<file path="src/hdl/ast_pkg.sv">
// Shared types and constants for the association table.
// Depends on nothing; every other file of the block depends on it.
package ast_pkg;

	localparam int KEY_W   = 32;
	localparam int SID_W   = 16;
	localparam int RSSI_W  = 8;
	localparam int TS_W    = 64;
	localparam int LIMIT_W = 5;
	localparam int SLOT_W  = 5;

	localparam logic [LIMIT_W-1:0] LIMIT_RESET = 5'd16;

	typedef enum logic [1:0] {
		KIND_ADD    = 2'd0,
		KIND_LOOKUP = 2'd1,
		KIND_REMOVE = 2'd2,
		KIND_CLEAR  = 2'd3
	} kind_t;

	typedef enum logic [1:0] {
		ST_OK     = 2'd0,
		ST_BAD_ID = 2'd1,
		ST_FULL   = 2'd2,
		ST_MISS   = 2'd3
	} status_t;

	typedef enum logic [2:0] {
		S_IDLE   = 3'b001,
		S_SCAN   = 3'b010,
		S_FINISH = 3'b100
	} state_t;

	typedef struct packed {
		logic [KEY_W-1:0]         long_id;
		logic [SID_W-1:0]         short_id;
		logic signed [RSSI_W-1:0] rssi;
		logic [TS_W-1:0]          last_seen;
	} entry_t;

endpackage

</file>
<file path="src/hdl/ast_if.sv">
// Request and response channel interfaces of the association table.
// Depends on ast_pkg for the field widths.
interface ast_req_if;
	logic                              valid;
	logic                              ready;
	logic [1:0]                        kind;
	logic [ast_pkg::KEY_W-1:0]         long_id;
	logic [ast_pkg::SID_W-1:0]         short_id;
	logic signed [ast_pkg::RSSI_W-1:0] rssi;
	logic [ast_pkg::TS_W-1:0]          timestamp;

	modport source (output valid, kind, long_id, short_id, rssi, timestamp, input ready);
	modport sink   (input valid, kind, long_id, short_id, rssi, timestamp, output ready);
endinterface

interface ast_rsp_if;
	logic                              valid;
	logic                              ready;
	logic [1:0]                        status;
	logic [ast_pkg::SLOT_W-1:0]        slot_index;
	logic [ast_pkg::SLOT_W-1:0]        entry_count;
	logic [ast_pkg::SID_W-1:0]         stored_short_id;
	logic signed [ast_pkg::RSSI_W-1:0] stored_rssi;
	logic [ast_pkg::TS_W-1:0]          stored_timestamp;

	modport source (output valid, status, slot_index, entry_count, stored_short_id,
		stored_rssi, stored_timestamp, input ready);
	modport sink   (input valid, status, slot_index, entry_count, stored_short_id,
		stored_rssi, stored_timestamp, output ready);
endinterface

</file>
<file path="src/hdl/ast_entry_ram.sv">
// Entry memory of the association table: one write and one read port,
// read data registered. Depends on ast_pkg for the entry type.
module ast_entry_ram #(
	parameter int DEPTH = 16,
	parameter int AW    = 4
) (
	input  logic              clk,
	input  logic              we,
	input  logic [AW-1:0]     waddr,
	input  ast_pkg::entry_t   wdata,
	input  logic              re,
	input  logic [AW-1:0]     raddr,
	output ast_pkg::entry_t   rdata
);
	import ast_pkg::*;

	entry_t mem [DEPTH];

	always_ff @(posedge clk) begin
		if (we) begin
			mem[waddr] <= wdata;
		end
		if (re) begin
			rdata <= mem[raddr];
		end
	end

endmodule

</file>
<file path="src/hdl/association_table_core.sv">
// Association table: a keyed table of radio devices held in an entry RAM with
// one used flag per slot in flip-flops. Depends on ast_pkg, ast_if and ast_entry_ram.
//
// One request word is taken when the block is idle. The block then scans the
// entry RAM one slot per cycle over the active limit L (max_entries, 0 read as
// 1, capped at TABLE_DEPTH), comparing each stored long id in the cycle after its
// read, counting used slots and noting the first match and the first free slot.
// A final step applies the update and loads the response register, which
// holds the result until it is taken; the next request is accepted meanwhile
// and finishes once the response register is free. Clear-all drops every
// used flag at once. The max_entries register (reset 16) must be written
// only while no request is in flight.
module association_table_core #(
	parameter int TABLE_DEPTH = 16
) (
	input  logic                         clk,
	input  logic                         arst_n,
	input  logic                         cfg_we,
	input  logic [ast_pkg::LIMIT_W-1:0]  cfg_wdata,
	ast_req_if.sink                      req,
	ast_rsp_if.source                    rsp
);
	import ast_pkg::*;

	localparam int IDX_W = (TABLE_DEPTH > 1) ? $clog2(TABLE_DEPTH) : 1;
	localparam int CNT_W = $clog2(TABLE_DEPTH + 1);
	localparam int LW    = (CNT_W > SLOT_W) ? CNT_W : SLOT_W;

	// control state
	state_t                  state_q;
	logic [LIMIT_W-1:0]      max_q;
	logic [TABLE_DEPTH-1:0]  used_q;
	logic [CNT_W-1:0]        rd_idx_q;
	logic                    cmp_vld_s1;
	logic                    hit_q;
	logic                    free_q;
	logic                    rsp_valid_q;

	// request and scan payload
	logic [1:0]              kind_q;
	logic [KEY_W-1:0]        key_q;
	logic [SID_W-1:0]        sid_q;
	logic signed [RSSI_W-1:0] rssi_q;
	logic [TS_W-1:0]         ts_q;
	logic [CNT_W-1:0]        lim_q;
	logic [IDX_W-1:0]        cmp_idx_s1;
	logic [IDX_W-1:0]        hit_idx_q;
	logic [IDX_W-1:0]        free_idx_q;
	logic [CNT_W-1:0]        cnt_q;
	entry_t                  hit_data_q;

	// response register payload
	logic [1:0]              rsp_status_q;
	logic [SLOT_W-1:0]       rsp_slot_q;
	logic [SLOT_W-1:0]       rsp_cnt_q;
	logic [SID_W-1:0]        rsp_sid_q;
	logic signed [RSSI_W-1:0] rsp_rssi_q;
	logic [TS_W-1:0]         rsp_ts_q;

	logic                    req_fire;
	logic                    rd_en;
	logic                    fin_go;
	logic [LW-1:0]           max_ext;
	logic [LW-1:0]           lim_ext;
	entry_t                  rd_data;
	entry_t                  wr_data;
	logic                    slot_used;
	logic                    slot_match;
	logic                    scan_last;

	// finish-cycle decision
	logic [1:0]              res_status;
	logic [CNT_W-1:0]        res_slot;
	logic [CNT_W-1:0]        res_cnt;
	logic                    res_data;
	logic                    wr_en;
	logic [IDX_W-1:0]        wr_idx;
	logic                    clr_one;
	logic                    clr_all;
	logic [LW-1:0]           slot_ext;
	logic [LW-1:0]           cnt_ext;

	assign req.ready = (state_q == S_IDLE);
	assign req_fire  = req.valid && req.ready;

	// Fold the limit register into 1 .. TABLE_DEPTH.
	assign max_ext = LW'(max_q);
	always_comb begin
		if (max_q == '0) begin
			lim_ext = LW'(1);
		end else if (max_ext > LW'(TABLE_DEPTH)) begin
			lim_ext = LW'(TABLE_DEPTH);
		end else begin
			lim_ext = max_ext;
		end
	end

	// Issue one read per cycle until the limit is reached.
	assign rd_en = (state_q == S_SCAN) && (rd_idx_q < lim_q);

	assign wr_data.long_id   = key_q;
	assign wr_data.short_id  = sid_q;
	assign wr_data.rssi      = rssi_q;
	assign wr_data.last_seen = ts_q;

	ast_entry_ram #(
		.DEPTH (TABLE_DEPTH),
		.AW    (IDX_W)
	) u_ram (
		.clk   (clk),
		.we    (wr_en),
		.waddr (wr_idx),
		.wdata (wr_data),
		.re    (rd_en),
		.raddr (rd_idx_q[IDX_W-1:0]),
		.rdata (rd_data)
	);

	// Compare stage: read data of slot cmp_idx_s1 is valid here.
	assign slot_used  = used_q[cmp_idx_s1];
	assign slot_match = slot_used && (rd_data.long_id == key_q);
	assign scan_last  = cmp_vld_s1 && ((CNT_W'(cmp_idx_s1) + CNT_W'(1)) == lim_q);

	assign fin_go = (state_q == S_FINISH) && (!rsp_valid_q || rsp.ready);

	// Work out the result and the table update from the scan summary.
	always_comb begin
		res_status = ST_OK;
		res_slot   = '0;
		res_cnt    = cnt_q;
		res_data   = 1'b0;
		wr_en      = 1'b0;
		wr_idx     = hit_idx_q;
		clr_one    = 1'b0;
		clr_all    = 1'b0;
		if (kind_q == KIND_CLEAR) begin
			res_cnt = '0;
			clr_all = fin_go;
		end else if (key_q == '0) begin
			res_status = ST_BAD_ID;
		end else begin
			case (kind_q)
				KIND_ADD: begin
					if (hit_q) begin
						res_slot = CNT_W'(hit_idx_q) + CNT_W'(1);
						wr_en    = fin_go;
					end else if (free_q) begin
						wr_idx   = free_idx_q;
						res_slot = CNT_W'(free_idx_q) + CNT_W'(1);
						res_cnt  = cnt_q + CNT_W'(1);
						wr_en    = fin_go;
					end else begin
						res_status = ST_FULL;
					end
				end
				KIND_LOOKUP: begin
					if (hit_q) begin
						res_slot = CNT_W'(hit_idx_q) + CNT_W'(1);
						res_data = 1'b1;
					end else begin
						res_status = ST_MISS;
					end
				end
				KIND_REMOVE: begin
					if (hit_q) begin
						res_slot = CNT_W'(hit_idx_q) + CNT_W'(1);
						res_cnt  = cnt_q - CNT_W'(1);
						clr_one  = fin_go;
					end else begin
						res_status = ST_MISS;
					end
				end
				default: begin
					res_status = ST_OK;
				end
			endcase
		end
	end

	assign slot_ext = LW'(res_slot);
	assign cnt_ext  = LW'(res_cnt);

	// Control registers.
	always_ff @(posedge clk or negedge arst_n) begin
		if (!arst_n) begin
			state_q     <= S_IDLE;
			max_q       <= LIMIT_RESET;
			used_q      <= '0;
			rd_idx_q    <= '0;
			cmp_vld_s1  <= 1'b0;
			hit_q       <= 1'b0;
			free_q      <= 1'b0;
			rsp_valid_q <= 1'b0;
		end else begin
			if (cfg_we) begin
				max_q <= cfg_wdata;
			end
			cmp_vld_s1 <= rd_en;
			if (rd_en) begin
				rd_idx_q <= rd_idx_q + CNT_W'(1);
			end
			case (state_q)
				S_IDLE: begin
					if (req_fire) begin
						rd_idx_q <= '0;
						hit_q    <= 1'b0;
						free_q   <= 1'b0;
						state_q  <= S_SCAN;
					end
				end
				S_SCAN: begin
					if (cmp_vld_s1) begin
						if (slot_match) begin
							hit_q <= 1'b1;
						end
						if (!slot_used) begin
							free_q <= 1'b1;
						end
					end
					if (scan_last) begin
						state_q <= S_FINISH;
					end
				end
				S_FINISH: begin
					if (fin_go) begin
						state_q <= S_IDLE;
					end
				end
				default: begin
					state_q <= S_IDLE;
				end
			endcase
			// Apply the update on the finish cycle.
			if (clr_all) begin
				used_q <= '0;
			end else if (wr_en) begin
				used_q[wr_idx] <= 1'b1;
			end else if (clr_one) begin
				used_q[hit_idx_q] <= 1'b0;
			end
			if (fin_go) begin
				rsp_valid_q <= 1'b1;
			end else if (rsp.ready) begin
				rsp_valid_q <= 1'b0;
			end
		end
	end

	// Payload registers: request capture, scan summary and response.
	always_ff @(posedge clk) begin
		if (req_fire) begin
			kind_q <= req.kind;
			key_q  <= req.long_id;
			sid_q  <= req.short_id;
			rssi_q <= req.rssi;
			ts_q   <= req.timestamp;
			lim_q  <= lim_ext[CNT_W-1:0];
			cnt_q  <= '0;
		end
		cmp_idx_s1 <= rd_idx_q[IDX_W-1:0];
		if (state_q == S_SCAN && cmp_vld_s1) begin
			if (slot_used) begin
				cnt_q <= cnt_q + CNT_W'(1);
			end
			// keep only the first match and the first free slot
			if (slot_match && !hit_q) begin
				hit_idx_q  <= cmp_idx_s1;
				hit_data_q <= rd_data;
			end
			if (!slot_used && !free_q) begin
				free_idx_q <= cmp_idx_s1;
			end
		end
		if (fin_go) begin
			rsp_status_q <= res_status;
			rsp_slot_q   <= slot_ext[SLOT_W-1:0];
			rsp_cnt_q    <= cnt_ext[SLOT_W-1:0];
			rsp_sid_q    <= res_data ? hit_data_q.short_id : '0;
			rsp_rssi_q   <= res_data ? hit_data_q.rssi : '0;
			rsp_ts_q     <= res_data ? hit_data_q.last_seen : '0;
		end
	end

	assign rsp.valid            = rsp_valid_q;
	assign rsp.status           = rsp_status_q;
	assign rsp.slot_index       = rsp_slot_q;
	assign rsp.entry_count      = rsp_cnt_q;
	assign rsp.stored_short_id  = rsp_sid_q;
	assign rsp.stored_rssi      = rsp_rssi_q;
	assign rsp.stored_timestamp = rsp_ts_q;

endmodule

</file>
<file path="src/flat_wrapper.sv">
// flat-port wrapper written by rule: the top's interface ports become plain ports
module association_table_core_flat import ast_pkg::*;
#(
	parameter int TABLE_DEPTH = 16
)
  (clk, arst_n, cfg_we, cfg_wdata, req_valid, req_kind, req_long_id, req_short_id, req_rssi, req_timestamp, req_ready, rsp_valid, rsp_status, rsp_slot_index, rsp_entry_count, rsp_stored_short_id, rsp_stored_rssi, rsp_stored_timestamp, rsp_ready);
  ast_req_if req_i ();
  ast_rsp_if rsp_i ();
  input  logic clk;
  input  logic arst_n;
  input  logic cfg_we;
  input  logic [ast_pkg::LIMIT_W-1:0] cfg_wdata;
  input wire logic [$bits(req_i.valid)-1:0] req_valid;
  input wire logic [$bits(req_i.kind)-1:0] req_kind;
  input wire logic [$bits(req_i.long_id)-1:0] req_long_id;
  input wire logic [$bits(req_i.short_id)-1:0] req_short_id;
  input wire logic [$bits(req_i.rssi)-1:0] req_rssi;
  input wire logic [$bits(req_i.timestamp)-1:0] req_timestamp;
  output wire logic [$bits(req_i.ready)-1:0] req_ready;
  output wire logic [$bits(rsp_i.valid)-1:0] rsp_valid;
  output wire logic [$bits(rsp_i.status)-1:0] rsp_status;
  output wire logic [$bits(rsp_i.slot_index)-1:0] rsp_slot_index;
  output wire logic [$bits(rsp_i.entry_count)-1:0] rsp_entry_count;
  output wire logic [$bits(rsp_i.stored_short_id)-1:0] rsp_stored_short_id;
  output wire logic [$bits(rsp_i.stored_rssi)-1:0] rsp_stored_rssi;
  output wire logic [$bits(rsp_i.stored_timestamp)-1:0] rsp_stored_timestamp;
  input wire logic [$bits(rsp_i.ready)-1:0] rsp_ready;
  assign req_i.valid = req_valid;
  assign req_i.kind = req_kind;
  assign req_i.long_id = req_long_id;
  assign req_i.short_id = req_short_id;
  assign req_i.rssi = req_rssi;
  assign req_i.timestamp = req_timestamp;
  assign req_ready = req_i.ready;
  assign rsp_valid = rsp_i.valid;
  assign rsp_status = rsp_i.status;
  assign rsp_slot_index = rsp_i.slot_index;
  assign rsp_entry_count = rsp_i.entry_count;
  assign rsp_stored_short_id = rsp_i.stored_short_id;
  assign rsp_stored_rssi = rsp_i.stored_rssi;
  assign rsp_stored_timestamp = rsp_i.stored_timestamp;
  assign rsp_i.ready = rsp_ready;
  association_table_core #(.TABLE_DEPTH(TABLE_DEPTH)) u_core (.clk(clk), .arst_n(arst_n), .cfg_we(cfg_we), .cfg_wdata(cfg_wdata), .req(req_i), .rsp(rsp_i));
endmodule
</file>
<file path="config.mk">
export PLATFORM = sky130hd
export DESIGN_NAME = association_table_core_flat
export DESIGN_NICKNAME = d
export VERILOG_FILES = /design/src/hdl/ast_pkg.sv /design/src/hdl/ast_if.sv /design/src/hdl/ast_entry_ram.sv /design/src/hdl/association_table_core.sv /design/src/flat_wrapper.sv
export SDC_FILE = /design/constraint.sdc
export NUM_CORES = 2
export LEC_CHECK = 0
export BUFFER_PORTS_ARGS = -buffer_cell sky130_fd_sc_hd__buf_2
export CAP_MARGIN = 20
export CORE_MARGIN = 5
export CORE_UTILIZATION = 45
export DETAILED_ROUTE_END_ITERATION = 16
export PLACE_DENSITY = 0.63
export SLEW_MARGIN = 20
export SYNTH_ARGS = -nofsm -noshare
export SYNTH_HDL_FRONTEND = slang
export SYNTH_SLANG_ARGS = --single-unit
export TNS_END_PERCENT = 30
</file>
<file path="constraint.sdc">
create_clock -name clk -period 18.9 [get_ports clk]
set_input_delay 3.78 -clock clk [delete_from_list [all_inputs] [get_ports clk]]
set_output_delay 3.78 -clock clk [all_outputs]
set_load 0.01 [all_outputs]
</file>
==> reports/qor.txt <==
status: completed
#FFs+latches synth: 2405
Final ANT Viol Nets: 0
sum of negative setup slack: 0 ns
Top Metal Used: met5
Worst Setup EP: u_core.u_ram.mem[0][24]$_DFFE_PP_
Flop pwr share: 52.2%
effective utilization at floorplan: 45.2%
WL final: 195000 um
Pwr Density: 124 mW/mm^2
Sw Ratio: 23.6%
routed len/inst: 28.7 um
Worst setup startpoint: rsp_ready
Post-Syn Area per Cell: 24.7 um^2
GPL Wtd Cong: 0.781
Vias/cell: 5.71
Hold Path Class: register to register
area post-placement: 0.0938 mm^2
CP endpoint kind: register
Seq/Total Area, Yosys: 80.7%
Synth Area in Simple Gates: 1.60%
post-CTS setup buffers: 0
post-CTS sizing: 0
final setup vio count: 0
hold buffers post-CTS: 0
worst r2r src: u_core.key_q[0]$_DFFE_PP_
Final Skew: 0.0294 ns
HPWL Detailed: 98200 um
CTS H-tree lvls: 4
RR Endpoint: u_core.u_ram.mem[0][24]$_DFFE_PP_
post-layout util: 51.4%
first-pass GRT wire length: 284000 um
Slew HR: 24.7%
Synth Flop Type: edfxtp_1
# IOs: 234
Clock Latency Late Sink: 0.85 ns
fin crit period: 6.68 ns
Clock power frac: 36.2%
CTS clk-pin slew, worst paths: 0.06 ns
Data arrival, critical path: 7.15 ns
maximum VDD drop: 0.100 mV
Longest Clk Path Bufs: 3
Net Sw Power: 2980 uW
detailed-router iteration count before antenna repair: 5
Post-Syn Area: 0.0892 mm^2
vias in the first global route: 40400
worst-margin pin slew: 1.13 ns
R2R Setup Slk: 13.25 ns
Max-cap violations: 0
Yosys Warn Count: 0
Synth Area in Compound Gates: 0.735%
DRC viols: 0
final count of hold timing violations: 0
met1 wire length: 82800 um
period utilisation layout: 35.3%
Root Buffer: clkbuf_16
die height: 455 um
Synth Instances: 3605
initial antenna violation count: 7
largest net degree at the start of global routing: 138
1st-iter DRT viols: 4065
CP required: 19.37 ns
kind of critical path: primary input to register
EDFF count, synth: 2363
Vias: 38900
fin nets: 4126
area of the die: 0.207 mm^2
r2r worst-path depth: 8
Power Internal: 9630 uW
worst-path fanout max: 30
largest family of logic cells by synthesized area: multiplexers
TritonCTS Buffers: 232
RSZ-0062 raised after global routing: false
FP Rows: 163
final instance area: 0.101 mm^2
layout cell share with drive strength beyond 1: 31.1%
met2 WL: 97800 um
syn nets: 3756
input/output buffers: 233
CORE AREA: 0.197 mm^2
combinational share of power: 11.7%
die width: 455 um
CP startpoint kind: primary input
Layout area overhead: 13.6%
Async SR Flop Fraction: 1.37%
Post-Synth XOR/XNOR Area: 0.422%
CTS Sinks: 2405
max frequency: 150 MHz
mux share of post-synthesis cell area: 15.4%
post-synth cell types: 63
met3 WL: 11200 um
global route overflow: 0
pins over their slew limit: 0
static leakage power: 0.0311 uW
Tot GR Track Use: 18.9%
CTS tree: done
fraction of the mapped netlist area in adder cells: 0.266%
-- Yosys cell counts, types with 2 or more instances --
cell type / count / area share [%]
ha_1: 19 / 0.27
or4_1: 2 / 0.017
nor2_1: 37 / 0.16
a31oi_2: 2 / 0.028
and2b_1: 2 / 0.017
buf_4: 2 / 0.017
mux4_2: 605 / 15
nand3_1: 8 / 0.045
nor3_2: 3 / 0.034
o21ai_0: 7 / 0.039
o31ai_1: 5 / 0.042
dfxtp_1: 9 / 0.20
buf_6: 4 / 0.050
or3_1: 4 / 0.028
dfstp_2: 2 / 0.059
mux2_2: 7 / 0.088
nor4_1: 19 / 0.13
nor3b_1: 2 / 0.017
nor2b_1: 5 / 0.035
inv_1: 18 / 0.076
o2111ai_1: 3 / 0.029
and3_1: 4 / 0.028
a22oi_1: 6 / 0.050
dfrtp_1: 31 / 0.87
a41oi_1: 3 / 0.029
nand4_1: 8 / 0.056
clkbuf_1: 93 / 0.39
o21ai_1: 20 / 0.11
mux2i_1: 5 / 0.056
xnor2_1: 5 / 0.049
edfxtp_1: 2363 / 80
or2_2: 2 / 0.014
a21o_1: 5 / 0.042
a21oi_1: 11 / 0.062
nor3_1: 11 / 0.062
o21ai_2: 4 / 0.039
buf_2: 57 / 0.32
or2_4: 2 / 0.020
buf_1: 7 / 0.029
nand2_1: 24 / 0.10
xor2_1: 38 / 0.37
o211ai_1: 17 / 0.14
nand2b_1: 10 / 0.070
a32oi_2: 2 / 0.036
and2_1: 94 / 0.66
-- cell type report --
cell class	count	area [um^2]
clock inverter	162	1520
timing repair buffer	299	1820
inverter	18	75.1
multi-input combinational	1019	16600
tap	2640	3300
sequential	2405	72000
antenna	2	5.00
clock buffer	272	6020
fill	15100	95900
-- power groups by stage --
stage	Clock (uW)	Sequential (uW)	Combinational, uW
final	4560	6580	1470
after floorplan	0	6550	1150
after detailed placement	0	6690	1510
after global placement	0	6670	1500
after global routing	4890	6610	1580
after CTS	4660	6580	1510
-- state kept, by name, summed over array words and instances (netlist names), 5 cells and up --
name / count
u_core.key_q: 32
u_core.rsp.slot_index: 5
u_core.rsp.stored_short_id: 16
u_core.ts_q: 64
u_core.hit_data_q: 88
u_core.max_ext: 5
u_core.rd_idx_q: 5
u_core.u_ram.mem: 1920
u_core.u_ram.rdata: 120
u_core.sid_q: 16
u_core.rssi_q: 8
u_core.rsp.stored_timestamp: 64
u_core.cnt_q: 5
u_core.rsp.entry_count: 5
u_core.rsp.stored_rssi: 8
u_core.lim_q: 5
u_core.used_q: 16
-- placed cells by master, fill, tap and decap left out, types with 8 or more instances in the layout --
cell and instances:
and2_1 94, edfxtp_1 2363, dfxtp_1 9, nand2_1 24, xor2_1 38, ha_1 19, buf_2 233, bufinv_16 23
clkinv_2 51, nand2b_1 10, inv_1 17, clkinvlp_4 14, buf_12 13, nor2_4 10, nor4_1 19, clkbuf_1 37
clkbuf_16 235, nor2_1 27, nand3_1 8, mux4_2 605, o211ai_1 17, clkinv_1 55, inv_6 11, nand4_1 8
a21oi_1 11, o21ai_1 20, dfrtp_1 27, buf_4 53
-- per-stage QoR --
step                      hold WS (ns)  total power [uW]  std cells  setup slack (ns)
after detailed placement         0.405              8200       6381             11.28
after global placement           0.404              8170       6381             11.29
after global routing             0.423             13100       6815             12.09
final                            0.418             12600       6817             12.22
after floorplan                  0.369              7700       3605              4.50
after CTS                        0.417             12700       6815             12.19
-- routing by layer --
| layer | up-vias | track usage [%] |
|---|---|---|
| li1 | 16200 | - |
| met1 | 21300 | 26.9 |
| met2 | 1246 | 31.0 |
| met3 | 227 | 3.15 |
| met4 | 4 | 4.33 |
| met5 | - | 0 |
-- worst min path at each step --
stage | from | to | depth (start not counted)
after global placement | u_core.u_ram.rdata[6]$_DFFE_PN_ | u_core.hit_data_q[6]$_DFFE_PP_ | 0
final | u_core.u_ram.rdata[64]$_DFFE_PN_ | u_core.hit_data_q[64]$_DFFE_PP_ | 0
after global routing | u_core.u_ram.rdata[83]$_DFFE_PN_ | u_core.hit_data_q[83]$_DFFE_PP_ | 0
after floorplan | u_core.rd_idx_q[2]$_DFF_PN0_ | u_core.cmp_idx_s1[2]$_DFF_P_ | 0
after detailed placement | u_core.u_ram.rdata[19]$_DFFE_PN_ | u_core.hit_data_q[19]$_DFFE_PP_ | 0
after CTS | u_core.u_ram.rdata[56]$_DFFE_PN_ | u_core.hit_data_q[56]$_DFFE_PP_ | 0
-- critical path, cell delays in order --
cell,delay (ns)
buf_2,0.11
nor2b_1,0.11
nor2_8,0.15
nand2_4,0.06
or3_1,0.31
buf_4,0.25
or2_4,0.32
nor2_4,0.74
buf_4,0.64
buf_4,0.56
-- kinds of logic (layout without fill, tap and decap cells) --
family	Yosys count	in the layout
xor gates and xnor gates	43	43
and+or+nand+nor	247	247
AOI/OAI and AO/OA	93	93
DFF	2405	2405
other	0	2
buffers and inverters	181	751
muxes	617	617
adders and majority gates	19	19
Note: power is estimated with default switching activity, not from simulation.
